`config.mk`:
```
export PLATFORM = sky130hd
export DESIGN_NAME = midpoint_circle_rasterizer
export DESIGN_NICKNAME = d
export VERILOG_FILES = /design/src/hdl/mcr_pkg.sv /design/src/hdl/midpoint_circle_rasterizer.sv /design/src/hdl/mcr_front.sv /design/src/hdl/mcr_queue.sv /design/src/hdl/mcr_back.sv
export SDC_FILE = /design/constraint.sdc
export NUM_CORES = 1
export LEC_CHECK = 0
export ABC_AREA = 1
export BUFFER_PORTS_ARGS = -buffer_cell sky130_fd_sc_hd__buf_4
export CORE_UTILIZATION = 49
export DETAILED_ROUTE_END_ITERATION = 16
export PLACE_DENSITY = 0.66
export SYNTH_ARGS = -nofsm -noshare
export SYNTH_HDL_FRONTEND = slang
export SYNTH_SLANG_ARGS = --single-unit
export TNS_END_PERCENT = 20
```
`constraint.sdc`:
```
create_clock -name clock -period 14.06 [get_ports clock]
set_clock_uncertainty 0.2 [all_clocks]
set_input_delay 0 -clock clock [delete_from_list [all_inputs] [get_ports clock]]
set_output_delay 0 -clock clock [all_outputs]
set_load 0.1 [all_outputs]
```
`src/hdl/mcr_pkg.sv`:
```
// Package for the midpoint circle rasteriser: field widths, register
// indexes and the step record passed from front to back.
// No dependencies.
package mcr_pkg;

   localparam int RADIUS_BITS   = 10;
   localparam int WALK_Y_BITS   = 11;
   localparam int DEC_BITS      = 13;
   localparam int CSR_DATA_BITS = 16;
   localparam int CALC_BITS     = 18;
   localparam int REQ_DATA_BITS = 8;

   localparam logic [1:0] CSR_RADIUS   = 2'd0;
   localparam logic [1:0] CSR_CENTER_X = 2'd1;
   localparam logic [1:0] CSR_CENTER_Y = 2'd2;

   localparam logic [2:0] LAST_POINT = 3'd7;

   typedef struct packed {
      logic [RADIUS_BITS-1:0] x;
      logic [WALK_Y_BITS-1:0] y;
      logic                   finished;
   } step_type;

endpackage

```
`src/hdl/midpoint_circle_rasterizer.sv`:
```
// Midpoint circle rasteriser, top level: configuration registers, front end,
// step queue and point back end. Depends on mcr_pkg, mcr_front, mcr_queue, mcr_back.
// First point of a step: the request is written into the queue, then the back end
// loads it into the point output register, with the back end idle.
// Output: eight points per step at one per cycle while rsp_tready is high,
// set by the single result port; a request that emits nothing posts no step record.
// Reset: synchronous; clears registers, walk state, queue and output valid.
module midpoint_circle_rasterizer #(
   parameter int COORD_BITS = 12
) (
   input  logic                                   clock,
   input  logic                                   reset,
   // req_tdata: [0] restart
   input  logic                                   req_tvalid,
   output logic                                   req_tready,
   input  logic [mcr_pkg::REQ_DATA_BITS-1:0]      req_tdata,
   // rsp_tdata: point_x, point_y from bit 0 up; zero padded to bytes
   output logic                                   rsp_tvalid,
   input  logic                                   rsp_tready,
   output logic [((2*(COORD_BITS+1)+7)/8)*8-1:0]  rsp_tdata,
   output logic                                   rsp_tlast,
   // rsp_tuser: [0] circle_done
   output logic                                   rsp_tuser,
   input  logic                                   csr_valid,
   output logic                                   csr_ready,
   input  logic [1:0]                             csr_index,
   input  logic [mcr_pkg::CSR_DATA_BITS-1:0]      csr_wdata
);
   import mcr_pkg::*;

   logic [RADIUS_BITS-1:0] radius_ff, radius_in;
   logic [COORD_BITS-1:0]  center_x_ff, center_x_in, center_y_ff, center_y_in;

   logic                push, push_ready, head_valid, pop;
   step_type            push_data, head;
   logic [COORD_BITS:0] point_x, point_y;

   always_comb begin
      csr_ready   = 1'b1;
      radius_in   = radius_ff;
      center_x_in = center_x_ff;
      center_y_in = center_y_ff;
      if (csr_valid) begin
         case (csr_index)
            CSR_RADIUS:   radius_in   = csr_wdata[RADIUS_BITS-1:0];
            CSR_CENTER_X: center_x_in = csr_wdata[COORD_BITS-1:0];
            CSR_CENTER_Y: center_y_in = csr_wdata[COORD_BITS-1:0];
            default: ;
         endcase
      end
   end

   always_ff @(posedge clock) begin
      if (reset) begin
         radius_ff   <= '0;
         center_x_ff <= '0;
         center_y_ff <= '0;
      end else begin
         radius_ff   <= radius_in;
         center_x_ff <= center_x_in;
         center_y_ff <= center_y_in;
      end
   end

   mcr_front u_front (
      .clock      (clock),
      .reset      (reset),
      .req_valid  (req_tvalid),
      .req_ready  (req_tready),
      .restart    (req_tdata[0]),
      .radius     (radius_ff),
      .push       (push),
      .push_ready (push_ready),
      .push_data  (push_data)
   );

   mcr_queue u_queue (
      .clock      (clock),
      .reset      (reset),
      .push       (push),
      .push_ready (push_ready),
      .push_data  (push_data),
      .head_valid (head_valid),
      .pop        (pop),
      .head       (head)
   );

   mcr_back #(
      .COORD_BITS (COORD_BITS)
   ) u_back (
      .clock        (clock),
      .reset        (reset),
      .head_valid   (head_valid),
      .head         (head),
      .pop          (pop),
      .center_x     (center_x_ff),
      .center_y     (center_y_ff),
      .rsp_valid    (rsp_tvalid),
      .rsp_ready    (rsp_tready),
      .point_x      (point_x),
      .point_y      (point_y),
      .last_of_step (rsp_tlast),
      .circle_done  (rsp_tuser)
   );

   always_comb begin
      rsp_tdata                              = '0;
      rsp_tdata[COORD_BITS:0]                = point_x;
      rsp_tdata[2*COORD_BITS+1:COORD_BITS+1] = point_y;
   end

endmodule

```
`src/hdl/mcr_front.sv`:
```
// Front end: accepts step requests, walks the octant (x, y, decision)
// and posts one step record per emitting step. Depends on mcr_pkg.
module mcr_front (
   input  logic                             clock,
   input  logic                             reset,
   input  logic                             req_valid,
   output logic                             req_ready,
   input  logic                             restart,
   input  logic [mcr_pkg::RADIUS_BITS-1:0]  radius,
   output logic                             push,
   input  logic                             push_ready,
   output mcr_pkg::step_type                push_data
);
   import mcr_pkg::*;

   logic [RADIUS_BITS-1:0]    walk_x_ff, walk_x_in;
   logic [WALK_Y_BITS-1:0]    walk_y_ff, walk_y_in;
   logic signed [DEC_BITS-1:0] decision_ff, decision_in;
   logic                      active_ff, active_in;

   logic                      accept, act;
   logic [RADIUS_BITS-1:0]    x0;
   logic [WALK_Y_BITS-1:0]    y0;
   logic signed [DEC_BITS-1:0] d0, xw, ny, nx, diff, np;
   logic                      go_down, finished;

   always_comb begin
      accept    = req_valid && push_ready;
      req_ready = push_ready;
      act       = restart || active_ff;
      x0        = restart ? radius : walk_x_ff;
      y0        = restart ? '0 : walk_y_ff;
      d0        = restart ? (DEC_BITS'(1) - DEC_BITS'(radius)) : decision_ff;
      xw        = DEC_BITS'(x0);
      ny        = DEC_BITS'(y0) + DEC_BITS'(1);
      go_down   = d0 > 0;
      nx        = go_down ? xw - DEC_BITS'(1) : xw;
      diff      = go_down ? ny - nx : ny;
      np        = d0 + (diff <<< 1) + DEC_BITS'(1);
      finished  = nx < ny;

      push             = accept && act;
      push_data.x      = x0;
      push_data.y      = y0;
      push_data.finished = finished;

      walk_x_in   = walk_x_ff;
      walk_y_in   = walk_y_ff;
      decision_in = decision_ff;
      active_in   = active_ff;
      if (push) begin
         if (finished) begin
            walk_x_in   = '0;
            walk_y_in   = '0;
            decision_in = '0;
            active_in   = 1'b0;
         end else begin
            walk_x_in   = nx[RADIUS_BITS-1:0];
            walk_y_in   = ny[WALK_Y_BITS-1:0];
            decision_in = np;
            active_in   = 1'b1;
         end
      end
   end

   always_ff @(posedge clock) begin
      if (reset) begin
         walk_x_ff   <= '0;
         walk_y_ff   <= '0;
         decision_ff <= '0;
         active_ff   <= 1'b0;
      end else begin
         walk_x_ff   <= walk_x_in;
         walk_y_ff   <= walk_y_in;
         decision_ff <= decision_in;
         active_ff   <= active_in;
      end
   end

   a_finish_ends: assert property (@(posedge clock) disable iff (reset)
      (push && push_data.finished) |=> !active_ff)
      else $error("circle still active after its final step");

   a_walk_order: assert property (@(posedge clock) disable iff (reset)
      active_ff |-> (WALK_Y_BITS'(walk_x_ff) >= walk_y_ff))
      else $error("octant walk passed the diagonal");

endmodule

```
`src/hdl/mcr_queue.sv`:
```
// Two-entry queue of step records between front and back end.
// Depends on mcr_pkg.
module mcr_queue (
   input  logic              clock,
   input  logic              reset,
   input  logic              push,
   output logic              push_ready,
   input  mcr_pkg::step_type push_data,
   output logic              head_valid,
   input  logic              pop,
   output mcr_pkg::step_type head
);
   import mcr_pkg::*;

   step_type   entry_ff [2];
   logic       wr_ptr_ff, wr_ptr_in;
   logic       rd_ptr_ff, rd_ptr_in;
   logic [1:0] count_ff, count_in;

   always_comb begin
      push_ready = count_ff != 2'd2;
      head_valid = count_ff != 2'd0;
      head       = entry_ff[rd_ptr_ff];
      wr_ptr_in  = push ? !wr_ptr_ff : wr_ptr_ff;
      rd_ptr_in  = pop ? !rd_ptr_ff : rd_ptr_ff;
      count_in   = count_ff + 2'(push) - 2'(pop);
   end

   always_ff @(posedge clock) begin
      if (push) begin
         entry_ff[wr_ptr_ff] <= push_data;
      end
   end

   always_ff @(posedge clock) begin
      if (reset) begin
         wr_ptr_ff <= 1'b0;
         rd_ptr_ff <= 1'b0;
         count_ff  <= '0;
      end else begin
         wr_ptr_ff <= wr_ptr_in;
         rd_ptr_ff <= rd_ptr_in;
         count_ff  <= count_in;
      end
   end

   a_no_overflow: assert property (@(posedge clock) disable iff (reset)
      push |-> push_ready)
      else $error("push into full queue");

   a_no_underflow: assert property (@(posedge clock) disable iff (reset)
      pop |-> head_valid)
      else $error("pop from empty queue");

endmodule

```
`src/hdl/mcr_back.sv`:
```
// Back end: expands each step record into its eight octant points, one
// per cycle unless stalled, into the output register. Depends on mcr_pkg.
module mcr_back #(
   parameter int COORD_BITS = 12
) (
   input  logic                         clock,
   input  logic                         reset,
   input  logic                         head_valid,
   input  mcr_pkg::step_type            head,
   output logic                         pop,
   input  logic [COORD_BITS-1:0]        center_x,
   input  logic [COORD_BITS-1:0]        center_y,
   output logic                         rsp_valid,
   input  logic                         rsp_ready,
   output logic [COORD_BITS:0]          point_x,
   output logic [COORD_BITS:0]          point_y,
   output logic                         last_of_step,
   output logic                         circle_done
);
   import mcr_pkg::*;

   logic [2:0]           k_ff, k_in;
   logic                 valid_ff, valid_in;
   logic [COORD_BITS:0]  point_x_ff, point_x_in, point_y_ff, point_y_in;
   logic                 last_ff, last_in, done_ff, done_in;

   logic                        load, swap, neg_x, neg_y;
   logic signed [CALC_BITS-1:0] cx_w, cy_w, xw, yw, dx, dy, sum_x, sum_y;

   always_comb begin
      load  = head_valid && (!valid_ff || rsp_ready);
      swap  = k_ff[0] ^ k_ff[1];
      neg_x = k_ff[1] ^ k_ff[2];
      neg_y = k_ff[2];
      cx_w  = CALC_BITS'(signed'(center_x));
      cy_w  = CALC_BITS'(signed'(center_y));
      xw    = CALC_BITS'(head.x);
      yw    = CALC_BITS'(head.y);
      dx    = swap ? yw : xw;
      dy    = swap ? xw : yw;
      sum_x = neg_x ? cx_w - dx : cx_w + dx;
      sum_y = neg_y ? cy_w - dy : cy_w + dy;

      pop        = load && (k_ff == LAST_POINT);
      k_in       = k_ff;
      valid_in   = valid_ff;
      point_x_in = point_x_ff;
      point_y_in = point_y_ff;
      last_in    = last_ff;
      done_in    = done_ff;
      if (load) begin
         k_in       = k_ff + 3'd1;
         valid_in   = 1'b1;
         point_x_in = sum_x[COORD_BITS:0];
         point_y_in = sum_y[COORD_BITS:0];
         last_in    = k_ff == LAST_POINT;
         done_in    = (k_ff == LAST_POINT) && head.finished;
      end else if (rsp_ready) begin
         valid_in = 1'b0;
      end

      rsp_valid    = valid_ff;
      point_x      = point_x_ff;
      point_y      = point_y_ff;
      last_of_step = last_ff;
      circle_done  = done_ff;
   end

   always_ff @(posedge clock) begin
      point_x_ff <= point_x_in;
      point_y_ff <= point_y_in;
      last_ff    <= last_in;
      done_ff    <= done_in;
   end

   always_ff @(posedge clock) begin
      if (reset) begin
         k_ff     <= '0;
         valid_ff <= 1'b0;
      end else begin
         k_ff     <= k_in;
         valid_ff <= valid_in;
      end
   end

   a_done_on_last: assert property (@(posedge clock) disable iff (reset)
      (rsp_valid && circle_done) |-> last_of_step)
      else $error("circle end flagged off a step boundary");

   a_last_wraps: assert property (@(posedge clock) disable iff (reset)
      load |=> (last_ff == ($past(k_ff) == LAST_POINT)))
      else $error("step end out of line with point counter");

endmodule

```
==> results of run 1 <==
==> layer usage <==
layer,track usage,vias to the layer above,wire length [um]
met5,0,-,0
met4,0.08124,0,523
met3,0.03533,35,842
met2,0.3993,177,10940
met1,0.2825,3595,9650
li1,-,4091,-
==> cell usage after synthesis (6+ instances only) <==
library cell | number | area share
nand2_1 | 293 | 0.12
inv_1 | 140 | 0.056
a21oi_1 | 115 | 0.061
nor2_1 | 87 | 0.035
dfxtp_1 | 78 | 0.17
edfxtp_1 | 72 | 0.23
ha_1 | 67 | 0.089
o21ai_0 | 61 | 0.032
nand3_1 | 49 | 0.026
xor2_1 | 40 | 0.037
xnor2_1 | 28 | 0.026
clkbuf_1 | 24 | 0.0095
nand4_1 | 19 | 0.013
a211oi_1 | 12 | 0.0095
o21ai_1 | 12 | 0.0063
or2_2 | 12 | 0.0079
mux2i_1 | 11 | 0.012
buf_4 | 10 | 0.0079
inv_2 | 9 | 0.0036
nor3_1 | 7 | 0.0037
o21a_1 | 7 | 0.0056
buf_2 | 6 | 0.0032
==> worst max-delay path by stage <==
stage	depth (start not counted)	start	endpoint
after floorplan	34	radius_ff[1]	u_front.decision_ff[11]
after global placement	34	req_tdata[0]	u_front.decision_ff[12]
after detailed placement	35	req_tdata[0]	u_front.decision_ff[12]
after CTS	35	req_tdata[0]	u_front.decision_ff[12]
after global routing	36	req_tdata[0]	u_front.decision_ff[12]
final	35	req_tdata[0]	u_front.decision_ff[12]
==> sequential cells by signal (all words and copies together) (netlist names), 2 cells and up, named ones only <==
signal and cells:
u_queue.entry_ff 44, u_back.point_x 13, u_back.point_y 13, u_front.decision_ff 13, center_x_ff 12, center_y_ff 12, u_front.walk_y_ff 11, radius_ff 10
u_front.walk_x_ff 10, u_back.k_ff 3, u_queue.count_ff 2
==> report_power, final <==
part / total [mW] / internal [mW] / switching (mW)
clock network: 0.444 / 0.266 / 0.179
registers: 0.551 / 0.533 / 0.0182
logic: 0.882 / 0.278 / 0.604
total: 1.88 / 1.08 / 0.801
==> cell families (layout without fill, tap and decap cells) <==
group                    Yosys count  count (layout)  share of synthesized area
AND/OR/NAND/NOR                  488             488                     0.2190
AO/OA/AOI/OAI                    227             227                     0.1305
buffers and inverters            195             255                    0.08450
flip-flops                       150             150                     0.3935
adder cells (fa/ha/maj)           71              71                    0.09706
XOR/XNOR                          68              68                    0.06295
multiplexers                      11              11                    0.01164
other                              2               7                  0.0007937
==> layout make-up <==
class | instances | area, um2
Inverter | 149 | 559.3
Multi-Input combinational cell | 872 | 4962
Fill cell | 1762 | 8074
Tap cell | 260 | 325.3
Sequential cell | 150 | 3724
Clock inverter | 12 | 126.4
Timing Repair Buffer | 74 | 613.1
Clock buffer | 20 | 446.7
==> stage by stage <==
stage / setup slack, ps / instance area, um2 / utilization / power (mW) / instances
3_3_place_gp: 8449 / 9953 / 0.5286 / 1.420 / 1482
2_1_floorplan: 9381 / 9480 / - / 1.267 / 1217
4_1_cts: 8259 / 10760 / 0.5712 / 1.886 / 1537
3_5_place_dp: 8401 / 9953 / 0.5286 / 1.433 / 1482
5_1_grt: 7572 / 10760 / 0.5712 / 2.004 / 1537
6_report: 8266 / 10760 / 0.5712 / 1.877 / 1537
==> placed cells by master, fill, tap and decap left out, types with 40 or more instances in the layout <==
| cell | Yosys | layout |
|---|---|---|
| edfxtp_1 | 72 | 72 |
| ha_1 | 67 | 67 |
| buf_4 | 10 | 51 |
| dfxtp_1 | 78 | 78 |
| nand3_1 | 49 | 49 |
| nand2_1 | 293 | 293 |
| inv_1 | 140 | 140 |
| a21oi_1 | 115 | 115 |
| o21ai_0 | 61 | 61 |
| xor2_1 | 40 | 40 |
| nor2_1 | 87 | 85 |
==> critical path: cells and delay by family <==
family / cells / cell delay (ps)
compound gates: 7 / 1460
simple gates: 16 / 1830
fa+ha+maj: 2 / 700
buf+inv: 8 / 1580
xor+xnor: 2 / 340
==> summary.txt, run 1 <==
STA
  • Period utilization: 0.4121
  • Final Critical Period: approximately 5800 ps
  • Max-slew headroom: 0.2252
  • Hold_ws: 11.33 ps
  • Final Hold Viols: 0
  • Worst Max-Slew Pin Slew: ~1200 ps
  • Sum of negative setup slack: 0 ps
  • FMAX: approximately 170 MHz
  • Max Slew Vio Count: 0
  • Final setup vio count: 0
  • RSZ-0062 raised after global routing: no

Status
  • Status: finished clean

CTS
  • Clock-pin slew on the worst setup and hold paths: 60 ps
  • Clock Latency Late Sink: around 420 ps
  • CTS Buf Count: 17
  • H-tree depth: 4
  • # hold bufs at CTS: 23
  • Post-CTS resize count: 0
  • # Post-CTS Setup Buffers: 0
  • Clock sink count: 150
  • Root buffer cell: clkbuf_16
  • Max Buffers Root-to-Sink: 2
  • CTS tree: done

Synthesis
  • Top_reg_cell synth: dfxtp_1
  • Post-Syn Area: 0.009462 mm2
  • Seq/Total Area, Yosys: 0.3935
  • YS warnings: 0
  • Mean Syn Cell Area: a little under 8 um2
  • #FFs+latches synth: 150
  • Post-synth EDFFs: roughly 70
  • Ys async rst share: 0
  • Distinct cell type count after synthesis: 47
  • Mapped Cells: roughly 1200

Worst hold path
  • Hold path startpoint: req_tvalid
  • Hold Path Depth: 5
  • Worst-case hold path end point: u_front.active_ff
  • Hold Path Class: in -> reg

Layout
  • Area Overhead vs Synth: 13.69%
  • Share of layout cells above drive strength 1: 0.09084
  • Fin nets: between 1000 and 1500
  • Number of diodes: 0

Drt
  • DRC: 0
  • Routed length per instance: between 10 and 15 um
  • Vias per inst: just over 5
  • Post-route ant nets: 0
  • TritonRoute pass-1 iters: 5
  • DR iter-0 viols: about 400
  • Total routed wirelength: 21.96 mm
  • Via count: slightly below 8000

Setup path
  • Slowest cell on crit path: dlygate4sd3_1
  • Worst setup SP type: primary input
  • Worst endpoint data arrival time: about 5900 ps
  • Worst Path Required: 14200 ps
  • Max stage delay on crit path: ~540 ps
  • R2r setup slk: 8410 ps
  • Reg2reg end: u_front.decision_ff[12]
  • CP endpoint kind: flip-flop
  • CP max FO: 32
  • Reg2reg path depth: 30
  • Reg-to-reg startpoint: radius_ff[1]
  • Critical path class: in -> reg

Global routing
  • Aggregate global-route resource usage: 0.2273
  • Grt ovf: 0
  • First-pass GRT wire length: around 35 mm
  • Largest net degree at the start of global routing: ~80
  • Vias in the first global route: ~7000
  • Initial antenna violation count: 0

Place
  • Gpl congestion: 0.8668
  • Count of buffers from port buffering: between 40 and 50
  • Hpwl dp: 16.17 mm

Floorplan
  • Die ar.: 0.01987 mm2
  • Ports: 68
  • Die width: 141.0 um
  • Core ar.: roughly 0.019 mm2
  • Initial core utilization: 0.5025
  • Core Rows: 50
  • Die height: roughly 140 um

Power and ir drop
  • Power Dens Cells: 174.5 mW/mm2
  • Peak VDD IR: 0.00008968 V
  • Static Leak: 4.729 nW

Job
  • Max-cap violations: 0
(Power assumes the default switching activity.)
==> run 2: changes to the inputs <==
--- a/config.mk
+++ b/config.mk
@@ -9,7 +9,7 @@
 export BUFFER_PORTS_ARGS = -buffer_cell sky130_fd_sc_hd__buf_4
 export CORE_UTILIZATION = 49
 export DETAILED_ROUTE_END_ITERATION = 16
-export PLACE_DENSITY = 0.66
+export PLACE_DENSITY = 0.69
 export SYNTH_ARGS = -nofsm -noshare
 export SYNTH_HDL_FRONTEND = slang
 export SYNTH_SLANG_ARGS = --single-unit
==> constraint.sdc (replaced) <==
create_clock -name clock -period 4.8 [get_ports clock]
set_clock_uncertainty 0.2 [all_clocks]
set_input_delay 0 -clock clock [delete_from_list [all_inputs] [get_ports clock]]
set_output_delay 0 -clock clock [all_outputs]
set_load 0.1 [all_outputs]
==> run 2 against run 1 <==
Die area did not move; worst setup slack worse by 8100 ps; cell count grew 4.3%; design area rose by 8.2%; combinational power rose to 3.5 times the previous value; sequential share of layout area is 2.6 points lower; core utilization up 4.7 points.
==> summary.txt, run 2 (synthesis results as in run 1) <==
Setup path
  • CP endpoint kind: flip-flop
  • Worst setup SP type: flip-flop
  • Reg-to-reg startpoint: radius_ff[2]
  • Worst Path Required: 4950 ps (-9250 ps)
  • Most frequent CP cell: inv_2
  • Reg2reg end: u_front.decision_ff[12]
  • Reg2reg path depth: 36 (+20%)
  • CP max FO: 5 (-84%)
  • Slowest cell on crit path: ha_1
  • Critical path class: reg -> reg
  • Max stage delay on crit path: 380 ps (-160 ps)
  • R2r setup slk: 160 ps (-8250 ps)
  • CP startpoint: radius_ff[2]
  • Worst endpoint data arrival time: 4790 ps (-1150 ps)

Power and ir drop
  • Internal power: 3.343 mW (+210%)
  • Comb pwr share: 0.518 (+0.048)
  • Peak VDD IR: 0.0002721 V (+200%)
  • Static Leak: 5.142 nW (+8.7%)
  • Switching share of power: 0.4317 (+0.005138)
  • Power Dens Cells: 505.5 mW/mm2 (+190%)
  • Clk pwr share: 0.207 (-0.030)
  • Seq pwr share: 0.276 (-0.018)
  • Switching power: 2.540 mW (+220%)

Worst hold path
  • Hold path startpoint: req_tvalid
  • Worst-case hold path end point: u_front.active_ff
  • Hold Path Class: in -> reg
  • Hold Path Depth: 5 (unchanged)

CTS
  • CTS tree: done
  • Root buffer cell: clkbuf_16
  • Clock Latency Late Sink: 430 ps (about the same)
  • Clock sink count: 150 (unchanged)
  • H-tree depth: 4 (unchanged)
  • CTS Buf Count: 17 (unchanged)
  • Clock-pin slew on the worst setup and hold paths: 60 ps (about the same)
  • Max Buffers Root-to-Sink: 2 (unchanged)

STA
  • Worst Slack Setup Final: 162.7 ps (-8103 ps)
  • Max-slew headroom: 0.2281 (+0.002905)
  • RSZ-0062 raised after global routing: yes
  • Hold_ws: 2.981 ps (-8.350 ps)
  • Worst Max-Slew Pin Slew: 1157 ps (-4.353 ps)
  • Final Hold Viols: 0 (unchanged)
  • FMAX: approximately 220 MHz
  • Final Critical Period: roughly 4600 ps
  • Final setup vio count: 0 (unchanged)
  • Max Slew Vio Count: 0 (unchanged)
  • Period utilization: 0.9661

Drt
  • Routed length per instance: 14.93 um (+4.5%)
  • Total routed wirelength: 23.94 mm (+9.0%)
  • Vias per inst: 5.195 (+1.1%)
  • TritonRoute pass-1 iters: 5 (unchanged)
  • Post-route ant nets: 0 (unchanged)
  • DRC: 0 (unchanged)
  • Via count: 8327 (+5.4%)
  • DR iter-0 viols: 633 (+59%)

Global routing
  • Grt ovf: 0 (unchanged)
  • Largest net degree at the start of global routing: 78 (unchanged)
  • Aggregate global-route resource usage: 0.2422 (+0.01483)
  • Initial antenna violation count: 0 (unchanged)
  • First-pass GRT wire length: 37.48 mm (+6.8%)
  • Vias in the first global route: 7580 (+8.0%)

Place
  • Hpwl dp: 17.41 mm (+7.7%)
  • Worst slack at placement: -121.3 ps (-8523 ps)
  • Placed Cells: 1536 (+3.6%)
  • Gpl congestion: 0.9202 (+6.2%)
  • Count of buffers from port buffering: 49 (unchanged)

Layout
  • Share of layout cells above drive strength 1: 0.1862 (+0.09531)
  • Max FFs per register: 44 (unchanged)
  • Post-route insts no fill: 1603 (+4.3%)
  • Most frequent cells in the layout: nand2_1 (283), inv_1 (129), buf_4 (109)
  • Most flops, register: u_queue.entry_ff
  • Most common cell after layout, fill and taps aside: nand2_1
  • Fin nets: 1432 (+4.8%)
  • Number of diodes: 0 (unchanged)
  • Area Overhead vs Synth: 23.01%

Floorplan
  • Die width: 141.0 um (unchanged)
  • Die height: 141.0 um (unchanged)
  • Initial core utilization: 0.5025 (unchanged)
  • Die ar.: 0.01987 mm2 (unchanged)
  • Ports: 68 (unchanged)
  • Core ar.: 0.01883 mm2 (unchanged)
  • Core Rows: 50 (unchanged)

Job
  • Max-cap violations: 0 (unchanged)

Status
  • Status: finished clean
## run 2: cell types whose count changed in the layout (fill, tap and decap cells not counted), sizes merged
cell	change
dlygate4sd3	+3
inv	+4
clkinvlp	-1
buf	+63
bufinv	-2
clkinv	-2
clkbuf	+1
## run 2: final cells by class
type / instances / area [um2]
timing repair buffer: 140 / 1152
sequential: 150 / 3726
inverter: 149 / 561.8
multi-input combinational: 872 / 5341
tap: 260 / 325.3
fill: 1654 / 7192
clock inverter: 11 / 71.32
clock buffer: 21 / 460.4
## run 2: how the worst max path moves through the flow
stage                                         end  slack, ps  cells after the start
final                     u_front.decision_ff[12]        160                     36
after global routing      u_front.decision_ff[12]       -160                     35
after CTS                 u_front.decision_ff[12]         10                     36
after detailed placement  u_front.decision_ff[12]       -120                     35
after global placement    u_front.decision_ff[11]         50                     34
after floorplan           u_front.decision_ff[11]        120                     34
## run 2: what timing repair did
action | CTS | global route
pin swaps | 1 | 35
endpoints found under the setup margin | 3 | 11
hold endpoints to repair | 73 | 0
hold buffers | 26 | 0
gates resized for setup | 8 | 98
buffers inserted | 2 | 7
## run 2: stage by stage
step | total power [mW] | TNS, ps | instance area (um2) | util
after CTS | 5.657 | 0 | 11210 | 0.5953
after detailed placement | 4.395 | -238.7 | 10380 | 0.5514
after floorplan | 3.710 | 0 | 9480 | -
final | 5.883 | 0 | 11640 | 0.6181
after global placement | 4.355 | 0 | 10380 | 0.5514
after global routing | 6.255 | -551.3 | 11640 | 0.6181
## run 2: power by group through the flow
stage          logic, mW  registers (mW)  clock network, mW
2_1_floorplan       1.61            2.10                  0
3_3_place_gp        2.72            1.64                  0
3_5_place_dp        2.75            1.64                  0
4_1_cts             2.80            1.62               1.24
5_1_grt             3.34            1.63               1.28
6_report            3.05            1.62               1.22
## run 2: metal layers
metal | vias up | global-route usage | part of all wire
met5 | - | 0 | 0
met4 | 0 | 0.1064 | 0.033
met3 | 53 | 0.03974 | 0.037
met2 | 190 | 0.4082 | 0.49
met1 | 3864 | 0.3060 | 0.44
li1 | 4220 | - | -
## run 2: critical path: cells and delay by family (launching register included)
kind,cells,cell delay [ps]
and+or+nand+nor,18,1610
AOI/OAI and AO/OA,6,870
adders and majority gates,3,810
buffers and inverters,7,430
DFF,1,340
xor gates and xnor gates,2,280
==> run 3: changes to the inputs <==
--- a/config.mk
+++ b/config.mk
@@ -9,6 +9,7 @@
 export BUFFER_PORTS_ARGS = -buffer_cell sky130_fd_sc_hd__buf_4
 export CORE_UTILIZATION = 49
 export DETAILED_ROUTE_END_ITERATION = 16
+export HOLD_SLACK_MARGIN = 0.02
 export PLACE_DENSITY = 0.69
 export SYNTH_ARGS = -nofsm -noshare
 export SYNTH_HDL_FRONTEND = slang
==> run 3 against run 2 <==
Worst setup slack got worse by 18 ps; largest power group unchanged; design area grew 0.77%; die area stayed put; critical endpoint unchanged; largest cell class unchanged; first-iteration DRC count is 5.4% higher; critical path type unchanged; highest routed layer unchanged; via count grew 0.49%.
==> summary.txt, run 3 (synthesis results as in run 1) <==
Power and ir drop
  • Power Dens Cells: 502.2 mW/mm2 (-0.65%)
  • Static Leak: 5.200 nW (+1.1%)
  • Tot Pwr: 5.890 mW (+0.12%)
  • Peak VDD IR: 0.0002723 V (about the same)

STA
  • RSZ-0062 raised after global routing: yes
  • Worst Max-Slew Pin Slew: 1156 ps (-0.9449 ps)
  • Final Critical Period: 4655 ps (+17.71 ps)
  • Final Hold Viols: 0 (unchanged)
  • Final setup vio count: 0 (unchanged)
  • Period utilization: 0.9698 (+0.003689)
  • FMAX: 214.8 MHz (-0.38%)
  • Max-slew headroom: 0.2287 (+0.0006300)
  • Max Slew Vio Count: 0 (unchanged)

Layout
  • Footprint of the multi-input gates: 0.005341 mm2 (unchanged)
  • Max FFs per register: 44 (unchanged)
  • Number of diodes: 0 (unchanged)
  • Post-route insts no fill: 1612 (+0.56%)
  • Most frequent cells in the layout: nand2_1 (283), inv_1 (129), buf_4 (109)
  • Fin area: 0.01173 mm2 (+0.77%)
  • Most flops, register: u_queue.entry_ff
  • # fillers: 1639 (-0.91%)
  • Share of layout cells above drive strength 1: 0.1849 (-0.001239)
  • Area Overhead vs Synth: 23.96%
  • Fin nets: 1441 (+0.63%)
  • Most common cell after layout, fill and taps aside: nand2_1
  • FF/Latch Area: 0.003726 mm2 (unchanged)

Status
  • Status: finished clean

CTS
  • CTS Buf Count: 17 (unchanged)
  • H-tree depth: 4 (unchanged)
  • Max Buffers Root-to-Sink: 2 (unchanged)
  • Clock Latency Late Sink: 430 ps (about the same)
  • Root buffer cell: clkbuf_16
  • Clock-pin slew on the worst setup and hold paths: 60 ps (about the same)
  • Clock sink count: 150 (unchanged)
  • CTS tree: done

Global routing
  • Vias in the first global route: 7705 (+1.6%)
  • First-pass GRT wire length: 37.95 mm (+1.3%)
  • Largest net degree at the start of global routing: 78 (unchanged)
  • Grt ovf: 0 (unchanged)
  • Initial antenna violation count: 0 (unchanged)
  • Aggregate global-route resource usage: 0.2450 (+0.002788)

Worst hold path
  • Hold Path Class: in -> reg

Drt
  • Via count: 8368 (+0.49%)
  • Total routed wirelength: 24.20 mm (+1.1%)
  • Vias per inst: 5.191 (about the same)
  • Post-route ant nets: 0 (unchanged)
  • TritonRoute pass-1 iters: 5 (unchanged)
  • DRC: 0 (unchanged)
  • Routed length per instance: 15.01 um (+0.54%)
  • DR iter-0 viols: 667 (+5.4%)

Place
  • Placed instance area: 0.01038 mm2 (unchanged)
  • Hpwl dp: 17.41 mm (unchanged)
  • Count of buffers from port buffering: 49 (unchanged)
  • Gpl congestion: 0.9202 (unchanged)
  • Placed Cells: 1536 (unchanged)

Setup path
  • CP max FO: 5 (unchanged)
  • Worst Path Required: 4950 ps (about the same)
  • Worst setup SP type: flip-flop
  • Most frequent CP cell: inv_2
  • CP endpoint kind: flip-flop
  • Critical path class: reg -> reg
  • Worst endpoint data arrival time: 4810 ps (+20 ps)
  • Slowest cell on crit path: ha_1
  • Max stage delay on crit path: 390 ps (about the same)

Floorplan
  • Initial core utilization: 0.5025 (unchanged)
  • Die width: 141.0 um (unchanged)
  • Core Rows: 50 (unchanged)
  • Core ar.: 0.01883 mm2 (unchanged)
  • Die height: 141.0 um (unchanged)
  • Die ar.: 0.01987 mm2 (unchanged)
  • Ports: 68 (unchanged)

Job
  • Max-cap violations: 0 (unchanged)
==> run 3: cell count changes in the layout (fill, tap and decap cells not counted), sizes merged <==
cell         before  now
dlygate4sd3      26   35
==> run 3: worst max-delay path: cells and delay by family (launching register included) <==
kind	cells	cell delay (ps)
AOI/OAI and AO/OA	6	890
adders and majority gates	3	840
xor gates and xnor gates	2	290
buffers and inverters	7	430
DFF	1	360
and+or+nand+nor	17	1580
==> run 3: worst paths after layout <==
path	slack [ps]	cells past startpoint	from	to
hold reg to reg	270	2	u_front.walk_y_ff[1]	u_front.walk_y_ff[1]
setup reg to reg	150	35	radius_ff[2]	u_front.decision_ff[12]
setup / recovery	150	35	radius_ff[2]	u_front.decision_ff[12]
hold / removal	240	4	csr_wdata[2]	center_x_ff[2]
==> run 3: what timing repair did <==
action	CTS	global route
setup endpoints to repair	3	11
cloned	0	0
pin swaps	1	35
setup buffers	2	7
gates resized for setup	8	98
endpoints found under the hold margin	81	0
hold buffers	35	0
==> run 3: per-layer routing <==
metal | vias to the layer above | track usage | wire, um
li1 | 4231 | - | -
met1 | 3848 | 0.3071 | 10550
met2 | 235 | 0.4127 | 11750
met3 | 54 | 0.04076 | 1057
met4 | 0 | 0.1138 | 848
met5 | - | 0 | 0
==> run 3: final cells by class <==
cell class	instances	area share
tap	260	0.02774
timing repair buffer	149	0.1059
clock inverter	11	0.006081
sequential	150	0.3177
multi-input combinational	872	0.4554
inverter	149	0.04790
clock buffer	21	0.03926
==> run 3: through the flow <==
step                      setup TNS [ps]    util  hold WS, ps  setup slack (ps)
after floorplan                        0       -       -57.11             120.7
after global placement                 0  0.5514        71.18             46.56
after detailed placement          -238.7  0.5514        74.21            -121.3
after CTS                              0  0.6001        228.2             9.692
after global routing              -551.9  0.6229        253.6            -160.2
final                                  0  0.6229        243.7             145.0
==> run 3: power by group <==
group | internal [mW] | total [mW] | switching (mW)
logic | 1.10 | 3.05 | 1.95
clock network | 0.689 | 1.22 | 0.529
registers | 1.56 | 1.62 | 0.0597
